File: src/hw/rtl/ubfes_pkg.sv
// shared types and constants of the uart buffered fifo with error statistics
package ubfes_pkg;

  // request kinds carried on the input tuser
  typedef enum logic [2:0] {
    REQ_RX_FRAME   = 3'd0,
    REQ_HOST_WRITE = 3'd1,
    REQ_HOST_READ  = 3'd2,
    REQ_TX_READY   = 3'd3,
    REQ_FLUSH_RX   = 3'd4,
    REQ_FLUSH_TX   = 3'd5
  } req_t;

  // error codes for event_error and latest_error
  localparam logic [1:0] ERR_NONE    = 2'd0;
  localparam logic [1:0] ERR_FRAME   = 2'd1;
  localparam logic [1:0] ERR_OVERRUN = 2'd2;
  localparam logic [1:0] ERR_PARITY  = 2'd3;

  // result codes
  localparam logic [1:0] RES_OK    = 2'd0;
  localparam logic [1:0] RES_FULL  = 2'd1;
  localparam logic [1:0] RES_EMPTY = 2'd2;

  localparam int unsigned REQ_W      = 3;
  localparam int unsigned IN_DATA_W  = 16;
  localparam int unsigned OUT_DATA_W = 112;
  localparam int unsigned LEVEL_W    = 7;
  localparam int unsigned CNT_W      = 16;

  // commands from the controller to the datapath
  typedef struct packed {
    logic capture;  // latch the accepted input item
    logic exec;     // apply the item to rings and counters
    logic load;     // load the result register
  } cmd_t;

endpackage

File: src/hw/rtl/uart_buffered_fifo_with_error_stats.sv
// top level of the uart buffered fifo with error statistics
//
// buffering side of a uart: a receive ring, a transmit ring and error counters.
// input channel (s_axis): one item is one event, its kind on s_axis_tuser
// (rx frame, host write, host read, tx ready, flush rx, flush tx), the byte
// and the frame, overrun and parity flags on s_axis_tdata.
// output channel (m_axis): every item gives exactly one result item with the
// popped byte, result and error codes, ring levels and all statistics.
// each item goes through capture, ring and counter update with the registered
// ring read, and result load; a new item is accepted only after the result
// of the last one has been loaded into the result register.
// the next item is taken while a result still waits on m_axis; if the
// receiver stalls, the following item waits in the load step and s_axis_tready
// stays low until the pending result is taken.
// reset (rst, synchronous) empties both rings, clears the counters and the
// latest error, and drops any pending result; ring storage is not cleared.
// s_axis_tready is low during reset and rises in the cycle after it is released.
module uart_buffered_fifo_with_error_stats #(
  parameter int unsigned RING_DEPTH = 64
) (
  input  logic         clk,
  input  logic         rst,
  input  logic         s_axis_tvalid,
  output logic         s_axis_tready,
  // data_in[7:0], frame_error[8], data_overrun[9], parity_error[10], zero pad
  input  logic [15:0]  s_axis_tdata,
  // req_type[2:0]
  input  logic [2:0]   s_axis_tuser,
  output logic         m_axis_tvalid,
  input  logic         m_axis_tready,
  // data_out[7:0], data_valid[8], result_code[10:9], event_error[12:11],
  // rx_level[19:13], tx_free[26:20], total_errors[42:27],
  // overrun_total[58:43], framing_total[74:59], parity_total[90:75],
  // latest_error[92:91], sent_total[108:93], zero pad
  output logic [111:0] m_axis_tdata
);

  ubfes_pkg::cmd_t cmd;

  // sequencing of each item
  ubfes_ctrl u_ctrl (
    .clk       (clk),
    .rst       (rst),
    .in_valid  (s_axis_tvalid),
    .in_ready  (s_axis_tready),
    .out_valid (m_axis_tvalid),
    .out_ready (m_axis_tready),
    .cmd       (cmd)
  );

  // rings, counters and result register
  ubfes_datapath #(
    .RING_DEPTH (RING_DEPTH)
  ) u_datapath (
    .clk      (clk),
    .rst      (rst),
    .cmd      (cmd),
    .in_user  (s_axis_tuser),
    .in_data  (s_axis_tdata),
    .out_data (m_axis_tdata)
  );

endmodule

File: src/hw/rtl/ubfes_ctrl.sv
// controller state machine: sequences capture, execute and result load
module ubfes_ctrl (
  input  logic                 clk,
  input  logic                 rst,
  input  logic                 in_valid,
  output logic                 in_ready,
  output logic                 out_valid,
  input  logic                 out_ready,
  output ubfes_pkg::cmd_t      cmd
);

  typedef enum logic [1:0] {
    S_IDLE,
    S_EXEC,
    S_LOAD
  } state_t;

  state_t state;
  logic   load_ok;

  assign load_ok     = (state == S_LOAD) && (!out_valid || out_ready);
  assign cmd.capture = in_valid && in_ready;
  assign cmd.exec    = (state == S_EXEC);
  assign cmd.load    = load_ok;

  always_ff @(posedge clk) begin
    if (rst) begin
      state     <= S_IDLE;
      in_ready  <= 1'b0;
      out_valid <= 1'b0;
    end else begin
      // a new result replaces the one taken in the same cycle
      if (load_ok) begin
        out_valid <= 1'b1;
      end else if (out_valid && out_ready) begin
        out_valid <= 1'b0;
      end
      case (state)
        S_IDLE: begin
          if (in_valid && in_ready) begin
            in_ready <= 1'b0;
            state    <= S_EXEC;
          end else begin
            in_ready <= 1'b1;
          end
        end
        S_EXEC: begin
          state <= S_LOAD;
        end
        S_LOAD: begin
          if (load_ok) begin
            in_ready <= 1'b1;
            state    <= S_IDLE;
          end
        end
        default: begin
          state <= S_IDLE;
        end
      endcase
    end
  end

endmodule

File: src/hw/rtl/ubfes_datapath.sv
// datapath: receive and transmit rings, error counters, result register
module ubfes_datapath #(
  parameter int unsigned RING_DEPTH = 64
) (
  input  logic                                 clk,
  input  logic                                 rst,
  input  ubfes_pkg::cmd_t                      cmd,
  input  logic [ubfes_pkg::REQ_W-1:0]          in_user,
  input  logic [ubfes_pkg::IN_DATA_W-1:0]      in_data,
  output logic [ubfes_pkg::OUT_DATA_W-1:0]     out_data
);

  localparam int unsigned PW = (RING_DEPTH > 1) ? $clog2(RING_DEPTH) : 1;
  localparam int unsigned FW = $clog2(RING_DEPTH + 1);
  localparam logic [PW-1:0] PTR_LAST = PW'(RING_DEPTH - 1);
  localparam logic [FW-1:0] FILL_MAX = FW'(RING_DEPTH);
  localparam int unsigned CW = ubfes_pkg::CNT_W;

  // captured item
  ubfes_pkg::req_t req_q;
  logic [7:0]      din_q;
  logic            fe_q, dor_q, pe_q;

  // rings
  logic [7:0]    rx_mem [RING_DEPTH];
  logic [7:0]    tx_mem [RING_DEPTH];
  logic [PW-1:0] rx_rd, rx_wr, tx_rd, tx_wr;
  logic [FW-1:0] rx_fill, tx_fill;
  logic [PW-1:0] rx_rd_next, rx_wr_next, tx_rd_next, tx_wr_next;
  logic [FW-1:0] rx_fill_next, tx_fill_next;
  logic          rx_we, tx_we, rx_re, tx_re;
  logic [7:0]    rx_rdata, tx_rdata;

  // statistics
  logic [CW-1:0] cnt_total, cnt_overrun, cnt_framing, cnt_parity, cnt_sent;
  logic [CW-1:0] cnt_total_next, cnt_overrun_next, cnt_framing_next;
  logic [CW-1:0] cnt_parity_next, cnt_sent_next;
  logic [1:0]    last_err, last_err_next;

  // per item results
  logic [1:0] ev, ev_next, code, code_next;
  logic       valid, valid_next, src_tx, src_tx_next;
  logic [7:0] dout;
  logic [FW-1:0] tx_free_full;

  always_ff @(posedge clk) begin
    if (cmd.capture) begin
      req_q <= ubfes_pkg::req_t'(in_user);
      din_q <= in_data[7:0];
      fe_q  <= in_data[8];
      dor_q <= in_data[9];
      pe_q  <= in_data[10];
    end
  end

  always_comb begin
    rx_rd_next       = rx_rd;
    rx_wr_next       = rx_wr;
    rx_fill_next     = rx_fill;
    tx_rd_next       = tx_rd;
    tx_wr_next       = tx_wr;
    tx_fill_next     = tx_fill;
    rx_we            = 1'b0;
    tx_we            = 1'b0;
    rx_re            = 1'b0;
    tx_re            = 1'b0;
    cnt_total_next   = cnt_total;
    cnt_overrun_next = cnt_overrun;
    cnt_framing_next = cnt_framing;
    cnt_parity_next  = cnt_parity;
    cnt_sent_next    = cnt_sent;
    last_err_next    = last_err;
    ev_next          = ubfes_pkg::ERR_NONE;
    code_next        = ubfes_pkg::RES_OK;
    valid_next       = 1'b0;
    src_tx_next      = 1'b0;
    case (req_q)
      ubfes_pkg::REQ_RX_FRAME: begin
        if (fe_q || dor_q || pe_q) begin
          cnt_total_next = cnt_total + 1'b1;
          if (fe_q) begin
            cnt_framing_next = cnt_framing + 1'b1;
            ev_next          = ubfes_pkg::ERR_FRAME;
          end
          if (dor_q) begin
            cnt_overrun_next = cnt_overrun + 1'b1;
            ev_next          = ubfes_pkg::ERR_OVERRUN;
          end
          if (pe_q) begin
            cnt_parity_next = cnt_parity + 1'b1;
            ev_next         = ubfes_pkg::ERR_PARITY;
          end
          last_err_next = ev_next;
        end else if (rx_fill == FILL_MAX) begin
          cnt_overrun_next = cnt_overrun + 1'b1;
          ev_next          = ubfes_pkg::ERR_OVERRUN;
          last_err_next    = ubfes_pkg::ERR_OVERRUN;
          code_next        = ubfes_pkg::RES_FULL;
        end else begin
          rx_we        = 1'b1;
          rx_wr_next   = (rx_wr == PTR_LAST) ? '0 : rx_wr + 1'b1;
          rx_fill_next = rx_fill + 1'b1;
        end
      end
      ubfes_pkg::REQ_HOST_WRITE: begin
        if (tx_fill == FILL_MAX) begin
          code_next = ubfes_pkg::RES_FULL;
        end else begin
          tx_we        = 1'b1;
          tx_wr_next   = (tx_wr == PTR_LAST) ? '0 : tx_wr + 1'b1;
          tx_fill_next = tx_fill + 1'b1;
        end
      end
      ubfes_pkg::REQ_HOST_READ: begin
        if (rx_fill == '0) begin
          code_next = ubfes_pkg::RES_EMPTY;
        end else begin
          rx_re        = 1'b1;
          valid_next   = 1'b1;
          rx_rd_next   = (rx_rd == PTR_LAST) ? '0 : rx_rd + 1'b1;
          rx_fill_next = rx_fill - 1'b1;
        end
      end
      ubfes_pkg::REQ_TX_READY: begin
        if (tx_fill == '0) begin
          code_next = ubfes_pkg::RES_EMPTY;
        end else begin
          tx_re         = 1'b1;
          valid_next    = 1'b1;
          src_tx_next   = 1'b1;
          tx_rd_next    = (tx_rd == PTR_LAST) ? '0 : tx_rd + 1'b1;
          tx_fill_next  = tx_fill - 1'b1;
          cnt_sent_next = cnt_sent + 1'b1;
        end
      end
      ubfes_pkg::REQ_FLUSH_RX: begin
        rx_rd_next   = '0;
        rx_wr_next   = '0;
        rx_fill_next = '0;
      end
      ubfes_pkg::REQ_FLUSH_TX: begin
        tx_rd_next   = '0;
        tx_wr_next   = '0;
        tx_fill_next = '0;
      end
      default: begin
      end
    endcase
  end

  // ring storage, registered read
  always_ff @(posedge clk) begin
    if (cmd.exec && rx_we) begin
      rx_mem[rx_wr] <= din_q;
    end
    if (cmd.exec && rx_re) begin
      rx_rdata <= rx_mem[rx_rd];
    end
  end

  always_ff @(posedge clk) begin
    if (cmd.exec && tx_we) begin
      tx_mem[tx_wr] <= din_q;
    end
    if (cmd.exec && tx_re) begin
      tx_rdata <= tx_mem[tx_rd];
    end
  end

  always_ff @(posedge clk) begin
    if (rst) begin
      rx_rd       <= '0;
      rx_wr       <= '0;
      rx_fill     <= '0;
      tx_rd       <= '0;
      tx_wr       <= '0;
      tx_fill     <= '0;
      cnt_total   <= '0;
      cnt_overrun <= '0;
      cnt_framing <= '0;
      cnt_parity  <= '0;
      cnt_sent    <= '0;
      last_err    <= ubfes_pkg::ERR_NONE;
    end else if (cmd.exec) begin
      rx_rd       <= rx_rd_next;
      rx_wr       <= rx_wr_next;
      rx_fill     <= rx_fill_next;
      tx_rd       <= tx_rd_next;
      tx_wr       <= tx_wr_next;
      tx_fill     <= tx_fill_next;
      cnt_total   <= cnt_total_next;
      cnt_overrun <= cnt_overrun_next;
      cnt_framing <= cnt_framing_next;
      cnt_parity  <= cnt_parity_next;
      cnt_sent    <= cnt_sent_next;
      last_err    <= last_err_next;
    end
  end

  always_ff @(posedge clk) begin
    if (cmd.exec) begin
      ev     <= ev_next;
      code   <= code_next;
      valid  <= valid_next;
      src_tx <= src_tx_next;
    end
  end

  assign dout         = valid ? (src_tx ? tx_rdata : rx_rdata) : 8'd0;
  assign tx_free_full = FILL_MAX - tx_fill;

  // result register, fields listed from the highest bit down
  always_ff @(posedge clk) begin
    if (cmd.load) begin
      out_data <= {3'd0,
                   cnt_sent,
                   last_err,
                   cnt_parity,
                   cnt_framing,
                   cnt_overrun,
                   cnt_total,
                   ubfes_pkg::LEVEL_W'(tx_free_full),
                   ubfes_pkg::LEVEL_W'(rx_fill),
                   ev,
                   code,
                   valid,
                   dout};
    end
  end

endmodule
File: config.mk
export PLATFORM = sky130hd
export DESIGN_NAME = uart_buffered_fifo_with_error_stats
export DESIGN_NICKNAME = d
export VERILOG_FILES = /design/src/hw/rtl/ubfes_pkg.sv /design/src/hw/rtl/uart_buffered_fifo_with_error_stats.sv /design/src/hw/rtl/ubfes_ctrl.sv /design/src/hw/rtl/ubfes_datapath.sv
export SDC_FILE = /design/constraint.sdc
export NUM_CORES = 1
export LEC_CHECK = 0
export BUFFER_PORTS_ARGS = -buffer_cell sky130_fd_sc_hd__buf_2
export CAP_MARGIN = 10
export CORE_ASPECT_RATIO = 1.25
export CORE_MARGIN = 1
export CORE_UTILIZATION = 25
export CTS_BUF_LIST = sky130_fd_sc_hd__clkbuf_4 sky130_fd_sc_hd__clkbuf_8 sky130_fd_sc_hd__clkbuf_16
export CTS_CLUSTER_SIZE = 10
export DETAILED_ROUTE_END_ITERATION = 7
export HOLD_SLACK_MARGIN = 0.03
export PLACE_DENSITY = 0.38
export SYNTH_ARGS = -nofsm -noshare
export SYNTH_HDL_FRONTEND = slang
export SYNTH_SLANG_ARGS = --single-unit
File: constraint.sdc
create_clock -name clk -period 7.7 [get_ports clk]
set_input_delay 1.54 -clock clk [delete_from_list [all_inputs] [get_ports clk]]
set_output_delay 1.54 -clock clk [all_outputs]
set_load 0.02 [all_outputs]
; After elaboration in Yosys (flattened, before gate mapping)
; Memories as Yosys holds them, arrays and structs flattened. A register that Yosys moved wholly into a read port is not among the register bits.
; Index checks and enable logic that the tools add are counted.
[word_totals]
mem_count = 2
elab_cells = 161
ram_bits = 1024
reg_bits = 253
inputBits = 23
[classes]
reduce_logical = 38
bitwise = 1
n_addsub = 14
muxes = 59
n_eq_ne = 21
[mem_list]
columns = memory, words, word_bits, rd, rd_ports_with_merged_regs, wr, line_no
row1 = u_datapath.rx_mem, 64, 8, 1, 1, 1, ubfes_datapath.sv:25  ; logic [7:0] rx_mem [RING_DEPTH];
row2 = u_datapath.tx_mem, 64, 8, 1, 1, 1, ubfes_datapath.sv:26  ; logic [7:0] tx_mem [RING_DEPTH];
[op_table]
columns = cell, count
row1 = adder 16 x 1 -> 16 bit (second input constant), 5
row2 = 2-to-1 mux 6 bit, 9
row3 = 2-to-1 mux 16 bit, 3
row4 = case mux 6 bit (2 select lines), 4
row5 = case mux 7 bit (3 select lines), 2
row6 = 2-to-1 mux 7 bit, 5
row7 = adder 6 x 1 -> 6 bit (second input constant), 4
row8 = == test 6 bit (second input constant), 4
row9 = 2-to-1 mux 2 bit, 11
row10 = 2-to-1 mux 1 bit, 20
row11 = AND reduction 4 bit, 5
row12 = AND reduction 3 bit, 6
row13 = adder 7 x 1 -> 7 bit (second input constant), 2
row14 = == test 7 bit (second input constant), 2
row15 = zero test 7 bit, 2
row16 = nonzero test 2 bit, 7
row17 = subtractor 7 x 1 -> 7 bit (second input constant), 2
row18 = inequality test 2 bit (second input constant), 6
row19 = 2-to-1 mux 8 bit, 1
row20 = case mux 2 bit (4 select lines), 1
row21 = logical AND 1 bit, 7
row22 = subtractor 7 bit (first input constant), 1
row23 = == test 3 x 2 -> 1 bit (second input constant), 2
row24 = == test 3 bit (second input constant), 2
row25 = 14 further kinds, 20

; Logic depth before layout (Yosys ltp)
; Gate-level depths: netlist of the first run.
[logic_depth]
word_depth = 7
mapped_depth = 9

; Hierarchy
; A second synthesis of the first run with hierarchy kept.
[unflattened]
hier_cells = 2665
area_unflattened_um2 = 50275.7
[by_module_without_submodules]
columns = mod, seq_area_each_um2, area_each_um2, n_inst, cells_per_inst
row1 = ubfes_datapath, 37506.0, 50078.0, 1, 2647
row2 = ubfes_ctrl, 80.1, 197.7, 1, 18

; Least setup slack after synthesis of the first run
; OpenSTA, ideal clock, no wires.
[synth_timing]
kind = in2reg
from = input m_axis_tready
to = register u_datapath.out_data[0] (netlist name), enable pin
setup_slack_ns = 0.981
t_arrival_ns = 6.141
path_stages = 2
path_buffers = 0
setup_time_ns = 0.578
path_cell_list = nor2b_1 nor2_1
[synth_lines]
columns = item, line_no
row1 = from (decl), uart_buffered_fifo_with_error_stats.sv:30  ; input logic m_axis_tready,
row2 = to (signal assigned), ubfes_datapath.sv:215  ; out_data <= {3'd0,
row3 = to (decl), ubfes_datapath.sv:10  ; output logic [ubfes_pkg::OUT_DATA_W-1:0] out_data

; Worst setup path after layout of the first run
[layout_timing]
from = register u_datapath.req_q[2]
to = memory u_datapath.tx_mem[23][0], enable pin
[layout_between]
elab_chain_cells = 5
[layout_rtl]
columns = item, line_no
row1 = from (decl), ubfes_datapath.sv:20  ; ubfes_pkg::req_t req_q;
row2 = from (signal assigned), ubfes_datapath.sv:48  ; req_q <= ubfes_pkg::req_t'(in_user);
row3 = == test 3 x 1 -> 1 bit, ubfes_datapath.sv:77  ; case (req_q)
row4 = 2-to-1 mux 1 bit, ubfes_datapath.sv:77
row5 = logical AND 1 bit, ubfes_datapath.sv:162  ; if (cmd.exec && tx_we) begin
row6 = 2-to-1 mux 1 bit, ubfes_datapath.sv:162
row7 = 2-to-1 mux 1 bit (not written as such), ubfes_datapath.sv:163  ; tx_mem[tx_wr] <= din_q;
row8 = to (decl), ubfes_datapath.sv:26
; No other way between the ends.

==> results.tsv, run 1 <==
metric	value	unit
fin_worst_skew	0.02042	ns
final_layout_size_suffix_gt1_frac	0.2115	
die_area	204300	µm²
hold_violations	0	
p_leak	17.83	nW
worst_setup_path_end_kind	flip-flop	
ys_types	78	
grt_pass1_wl	195800	µm
cts_hold_buffers	0	
finalNetCount	3030	
finalCritPeriodShare	0.5562	
viasPerCell	4.483	
fin_setup_tns	0	ns
synth_flop_cell	edfxtp_1	
grt_pass1_vias	26390	
ys_seq_area_frac	0.7426	
postSynthCellCount	2816	
core_area	201200	µm²
max_cap_viol_count	0	
holdWs	0.4213	ns
required	8.10	ns
drt_iter0_drc	1640	
drcViolationCount	0	
cts_resized	0	
ant_nets	0	
worstMarginPinSlew	1.164	ns
rows	184	
critical_path_arrival	4.68	ns
tritoncts	yes	
maxSlewHeadroom	0.2210	
synthToLayoutAreaGrowth	16.07	%
dp_hpwl	82590	µm
clk_path_buf_depth	3	
instances_no_fill	5753	
place_inst	5537	
wl_per_cell	23.64	µm
seqPwrFrac	0.531	
setup_slack	3.417	ns
synth_area	50610	µm²
cp-start-kind	flip-flop	
die_w	404.5	µm
root_buffer	clkbuf_16	
synth_top_area_share	0.6935	
dr.pass1.iters	4	
powerDensity	245.2	nW/µm²
stdcell_area	58750	µm²
cts.reportedPaths.clkPinSlew	0.05	ns
clock_sinks	1293	
num_vias	25790	
final_util	0.2920	
synth_edf_count	1169	
start_util	0.2515	
intPower	11.43	mW
post_cts_buffers	0	
grt_max_degree	89	
crit_type	flip-flop to flip-flop	
routed_wl	136000	µm
antenna_found_initial	1	
cts_buffers	148	
synth_top_area_cell	edfxtp_1	
place.gp.congestion	0.7710	
htreeDepth	4	
status	completed	
clkPwrFrac	0.455	
ios	137	
p_comb_frac	0.014	
synth_warnings	0	
clk_latency	0.78	ns
switching_power	2.974	mW
grt_use_total	0.1320	
portBuffers	128	
hold_path.class	flip-flop to flip-flop	
rsz0062_at_grt	false	
p_total	14.41	mW
critPathMaxFanout	19	
ir_drop	0.2310	mV
synthTopCellsByArea	edfxtp_1, mux4_2, dfxtp_1, mux2i_1, nor2_1	
fmax	0.2335	GHz
p_sw_frac	0.2065	
dpl_cell_area	54370	µm²
pre_cts_slack	3.408	ns
slew_viol_final	0	
fin_crit	4.283	ns
ys_ff_latch	1293	
setup_viol_count_final	0	
synthArstFlopShare	0	
postSynthAreaPerCell	17.97	µm²
grt_overflow	0	
die_h	505.1	µm
[final timing paths]
path	end	cells past startpoint	startpoint	slack (ns)
max reg2reg	u_datapath.tx_mem[23][0]$_DFFE_PP_	5	u_datapath.req_q[2]$_DFFE_PP_	3.42
min	u_datapath.out_data[11]$_DFFE_PP_	0	u_datapath.ev[0]$_SDFFCE_PN0P_	0.42
max	u_datapath.tx_mem[23][0]$_DFFE_PP_	5	u_datapath.req_q[2]$_DFFE_PP_	3.42
min reg2reg	u_datapath.out_data[11]$_DFFE_PP_	0	u_datapath.ev[0]$_SDFFCE_PN0P_	0.42
[cell usage after synthesis (11+ instances only)]
library cell,number
a22oi_1,30
a221oi_1,49
a22o_1,11
dfxtp_1,124
nand2b_1,12
ha_1,16
o22ai_1,13
edfxtp_1,1169
nand3_1,57
and2_1,12
xnor2_1,33
and3_1,20
clkbuf_1,77
buf_2,33
nor4_1,18
mux2i_1,104
nor2b_1,23
mux4_2,231
a211oi_1,14
nand2_1,88
xor2_1,44
or3_1,15
buf_1,26
a21oi_1,60
nor3_1,40
nand4_1,27
inv_1,29
a31oi_1,11
o21ai_0,44
nor2_1,250
[power by group through the flow]
stage          clock network (mW)  registers [mW]  logic [mW]
6_report                     6.56            7.65       0.201
5_1_grt                      7.00            7.64       0.220
4_1_cts                      6.79            7.65       0.211
3_5_place_dp                    0            7.79       0.210
3_3_place_gp                    0            7.79       0.209
2_1_floorplan                   0            7.84      0.0687
[kinds of logic after synthesis]
| kind of cell | after synthesis | share of synthesized area |
|---|---|---|
| DFF | 1293 | 0.7426 |
| and+or+nand+nor | 611 | 0.05893 |
| muxes | 336 | 0.1236 |
| AOI/OAI and AO/OA | 299 | 0.04165 |
| buffers and inverters | 182 | 0.01550 |
| xor gates and xnor gates | 77 | 0.01332 |
| adders and majority gates | 17 | 0.004351 |
| other | 1 | 0.00007409 |
[metal layers]
metal / vias up / GRT usage / routed length (µm)
met5: - / 0 / 0
met4: 0 / 0.04519 / 4016
met3: 197 / 0.02135 / 5146
met2: 566 / 0.2215 / 67260
met1: 13410 / 0.1718 / 59580
li1: 11620 / - / -
[layout by cell type (no fill, tap or decap), types with 11 or more instances in the layout]
cell and instances:
a211oi_1 14, a21oi_1 60, a221oi_1 49, a22o_1 11
a22oi_1 30, a31oi_1 11, and2_1 12, and3_1 20
buf_2 127, buf_4 41, clkbuf_16 150, clkbuf_4 47
dfxtp_1 119, edfxtp_1 1169, ha_1 16, inv_1 29
mux2i_1 104, mux4_2 231, nand2_1 88, nand2b_1 12
nand3_1 57, nand4_1 27, nor2_1 249, nor2b_1 22
nor3_1 40, nor4_1 18, o21ai_0 44, o22ai_1 13
or3_1 15, xnor2_1 33, xor2_1 44
[critical path: stages, from the launching register on]
cell,delay [ns]
edfxtp_1,0.68
nor4b_1,0.77
nand2_1,0.26
nor3b_1,0.44
nand3_1,0.77
nor2_1,0.98
[state kept, by name (all words and copies together), names as in the netlist, 2 cells and up]
name / cells
u_datapath.code: 2
u_ctrl.state: 2
u_datapath.ev: 2
u_datapath.rx_rd: 6
u_datapath.cnt_total: 16
u_datapath.tx_fill: 7
u_datapath.rx_fill: 7
u_datapath.din_q: 8
u_datapath.tx_wr: 6
u_datapath.rx_wr: 6
u_datapath.last_err: 2
u_datapath.tx_mem: 512
u_datapath.req_q: 3
u_datapath.out_data: 109
u_datapath.tx_rd: 6
u_datapath.rx_mem: 512
u_datapath.cnt_framing: 16
u_datapath.tx_rdata: 8
u_datapath.cnt_overrun: 16
u_datapath.rx_rdata: 8
u_datapath.cnt_parity: 16
u_datapath.cnt_sent: 16
[area by class of cell]
class                      instances  area [µm²]
fill                           19900      142500
sequential                      1293       37600
multi-input combinational       1343       12260
clock buffer                     200        4148
tap                             2697        3374
timing repair buffer             171        1003
clock inverter                    15       234.0
inverter                          33       123.9
antenna                            1       2.502
(Power assumes the default switching activity.)
==> run 2: changes to the inputs <==
--- a/config.mk
+++ b/config.mk
@@ -14,7 +14,7 @@
 export CTS_CLUSTER_SIZE = 10
 export DETAILED_ROUTE_END_ITERATION = 7
 export HOLD_SLACK_MARGIN = 0.03
-export PLACE_DENSITY = 0.38
+export PLACE_DENSITY = 0.39
 export SYNTH_ARGS = -nofsm -noshare
 export SYNTH_HDL_FRONTEND = slang
 export SYNTH_SLANG_ARGS = --single-unit
==> constraint.sdc (replaced) <==
create_clock -name clk -period 3.8 [get_ports clk]
set_input_delay 0.76 -clock clk [delete_from_list [all_inputs] [get_ports clk]]
set_output_delay 0.76 -clock clk [all_outputs]
set_load 0.02 [all_outputs]
==> run 2 against run 1 <==
Effect of this change:
- first-iteration DRC count up 5.2%
- total power up 100%
- cell count rose by 3.1%
- core utilization increased by 0.73 points
- sequential power increased by 100%
- register-to-register slack got worse by 3.1 ns
==> results.tsv, run 2 (synthesis gave the netlist of run 1 again) <==
metric	value	unit
cts_resized	0	
viasPerCell	4.425	
post_cts_buffers	0	
ant_nets	0	
synthToLayoutAreaGrowth	18.98	%
hold_path.class	input port to flip-flop	
clk_path_buf_depth	3	
p_leak	18.81	nW
stdcell_area	60220	µm²
powerDensity	483.3	nW/µm²
tritoncts	yes	
maxSlewHeadroom	0.3515	
fillers	19910	
fin_crit	3.441	ns
routed_wl	133600	µm
seqPwrFrac	0.533	
ir_drop	0.4786	mV
cts_hold_buffers	0	
fin_setup_tns	0	ns
grt_pass1_wl	194400	µm
clkPwrFrac	0.453	
cp-start-kind	flip-flop	
die_w	404.5	µm
regToRegStartpoint	u_ctrl.state[0]$_SDFFE_PP0P_	
grt_pass1_vias	27160	
worstMarginPinSlew	0.9727	ns
die_h	505.1	µm
p_sw_frac	0.2016	
critical_path_arrival	3.83	ns
finalCritPeriodShare	0.9055	
final_layout_size_suffix_gt1_frac	0.2544	
ios	137	
critPathMaxFanout	8	
slew_viol_final	0	
fmax	0.2906	GHz
portBuffers	128	
p_total	29.10	mW
worst_setup_path_end_kind	flip-flop	
rows	184	
clock_sinks	1293	
r2r_cells	6	
wl_per_cell	22.53	µm
start_util	0.2515	
root_buffer	clkbuf_16	
core_area	201200	µm²
grt_max_degree	129	
drcViolationCount	0	
place.gp.congestion	0.7581	
setup_viol_count_final	0	
grt_use_total	0.1302	
dr.pass1.iters	5	
multi_input_area	12260	µm²
crit_type	flip-flop to flip-flop	
r2r_end	u_datapath.tx_mem[42][6]$_DFFE_PP_	
final_cell_mix	edfxtp_1, nor2_1, mux4_2, buf_4, clkbuf_16	
max_cap_viol_count	0	
rsz0062_at_grt	false	
cts_buffers	148	
required	4.19	ns
antenna_found_initial	1	
cp-startpoint	u_ctrl.state[0]$_SDFFE_PP0P_	
die_area	204300	µm²
status	completed	
intPower	23.24	mW
clk_latency	0.77	ns
grt_overflow	0	
reg2reg_slack	0.36	ns
htreeDepth	4	
num_vias	26240	
reg_top3	u_datapath.rx_mem: 512 flops, u_datapath.tx_mem: 512 flops, u_datapath.out_data: 109 flops	
drt_iter0_drc	1726	
regArea	37600	µm²
fin_worst_skew	0.02487	ns
final_common_cell	edfxtp_1	
finalNetCount	3205	
endpoint	u_datapath.tx_mem[42][6]$_DFFE_PP_	
switching_power	5.867	mW
dpl_cell_area	55880	µm²
hold_violations	0	
p_comb_frac	0.014	
holdWs	0.1656	ns
cts.reportedPaths.clkPinSlew	0.06	ns
dp_hpwl	85220	µm
==> run 2: worst max-delay path: stages (launching register included) <==
cell and delay [ns]:
dfxtp_1 0.44, nor4b_1 0.69, buf_4 0.23, nand2_1 0.10, nor3_1 0.37, nand2_1 0.52, nor2_1 0.70
==> run 2: stage by stage <==
step	setup slack, ns	util	std cells
4_1_cts	0.3082	0.2993	5928
3_5_place_dp	0.3285	0.2777	5712
5_1_grt	0.06685	0.2993	5929
2_1_floorplan	0.9237	-	2818
3_3_place_gp	0.3513	0.2777	5711
6_report	0.3590	0.2993	5930
==> run 2: power by group through the flow <==
stage / sequential (mW) / clock (mW) / combinational [mW]
5_1_grt: 15.5 / 14.1 / 0.454
3_5_place_dp: 15.8 / 0 / 0.434
4_1_cts: 15.5 / 13.7 / 0.434
3_3_place_gp: 15.8 / 0 / 0.429
6_report: 15.5 / 13.2 / 0.416
2_1_floorplan: 15.9 / 0 / 0.140
==> run 2: worst min path at each step <==
| stage | cells after the start | slack, ns | startpoint | endpoint |
|---|---|---|---|---|
| 6_report | 1 | 0.17 | s_axis_tdata[4] | u_datapath.din_q[4]$_DFFE_PP_ |
| 3_3_place_gp | 0 | 0.40 | u_datapath.code[0]$_DFFE_PP_ | u_datapath.out_data[9]$_DFFE_PP_ |
| 3_5_place_dp | 0 | 0.40 | u_datapath.ev[0]$_SDFFCE_PN0P_ | u_datapath.out_data[11]$_DFFE_PP_ |
| 4_1_cts | 1 | 0.08 | s_axis_tdata[5] | u_datapath.din_q[5]$_DFFE_PP_ |
| 2_1_floorplan | 0 | 0.40 | u_datapath.code[1]$_DFFE_PP_ | u_datapath.out_data[10]$_DFFE_PP_ |
| 5_1_grt | 1 | 0.10 | s_axis_tdata[4] | u_datapath.din_q[4]$_DFFE_PP_ |
==> run 2: metal layers <==
metal	vias to the layer above	track usage	routed length [µm]
li1	11980	-	-
met1	13600	0.1639	57370
met2	506	0.2279	68790
met3	164	0.02101	4535
met4	0	0.03830	2910
met5	-	0	0
==> run 2: final cells by class <==
| class | instances | area share |
|---|---|---|
| sequential | 1293 | 0.6244 |
| multi-input combinational | 1343 | 0.2036 |
| clock buffer | 204 | 0.07004 |
| tap | 2697 | 0.05603 |
| timing repair buffer | 346 | 0.04176 |
| inverter | 33 | 0.002057 |
| clock inverter | 12 | 0.002036 |
| antenna | 2 | 0.00008310 |
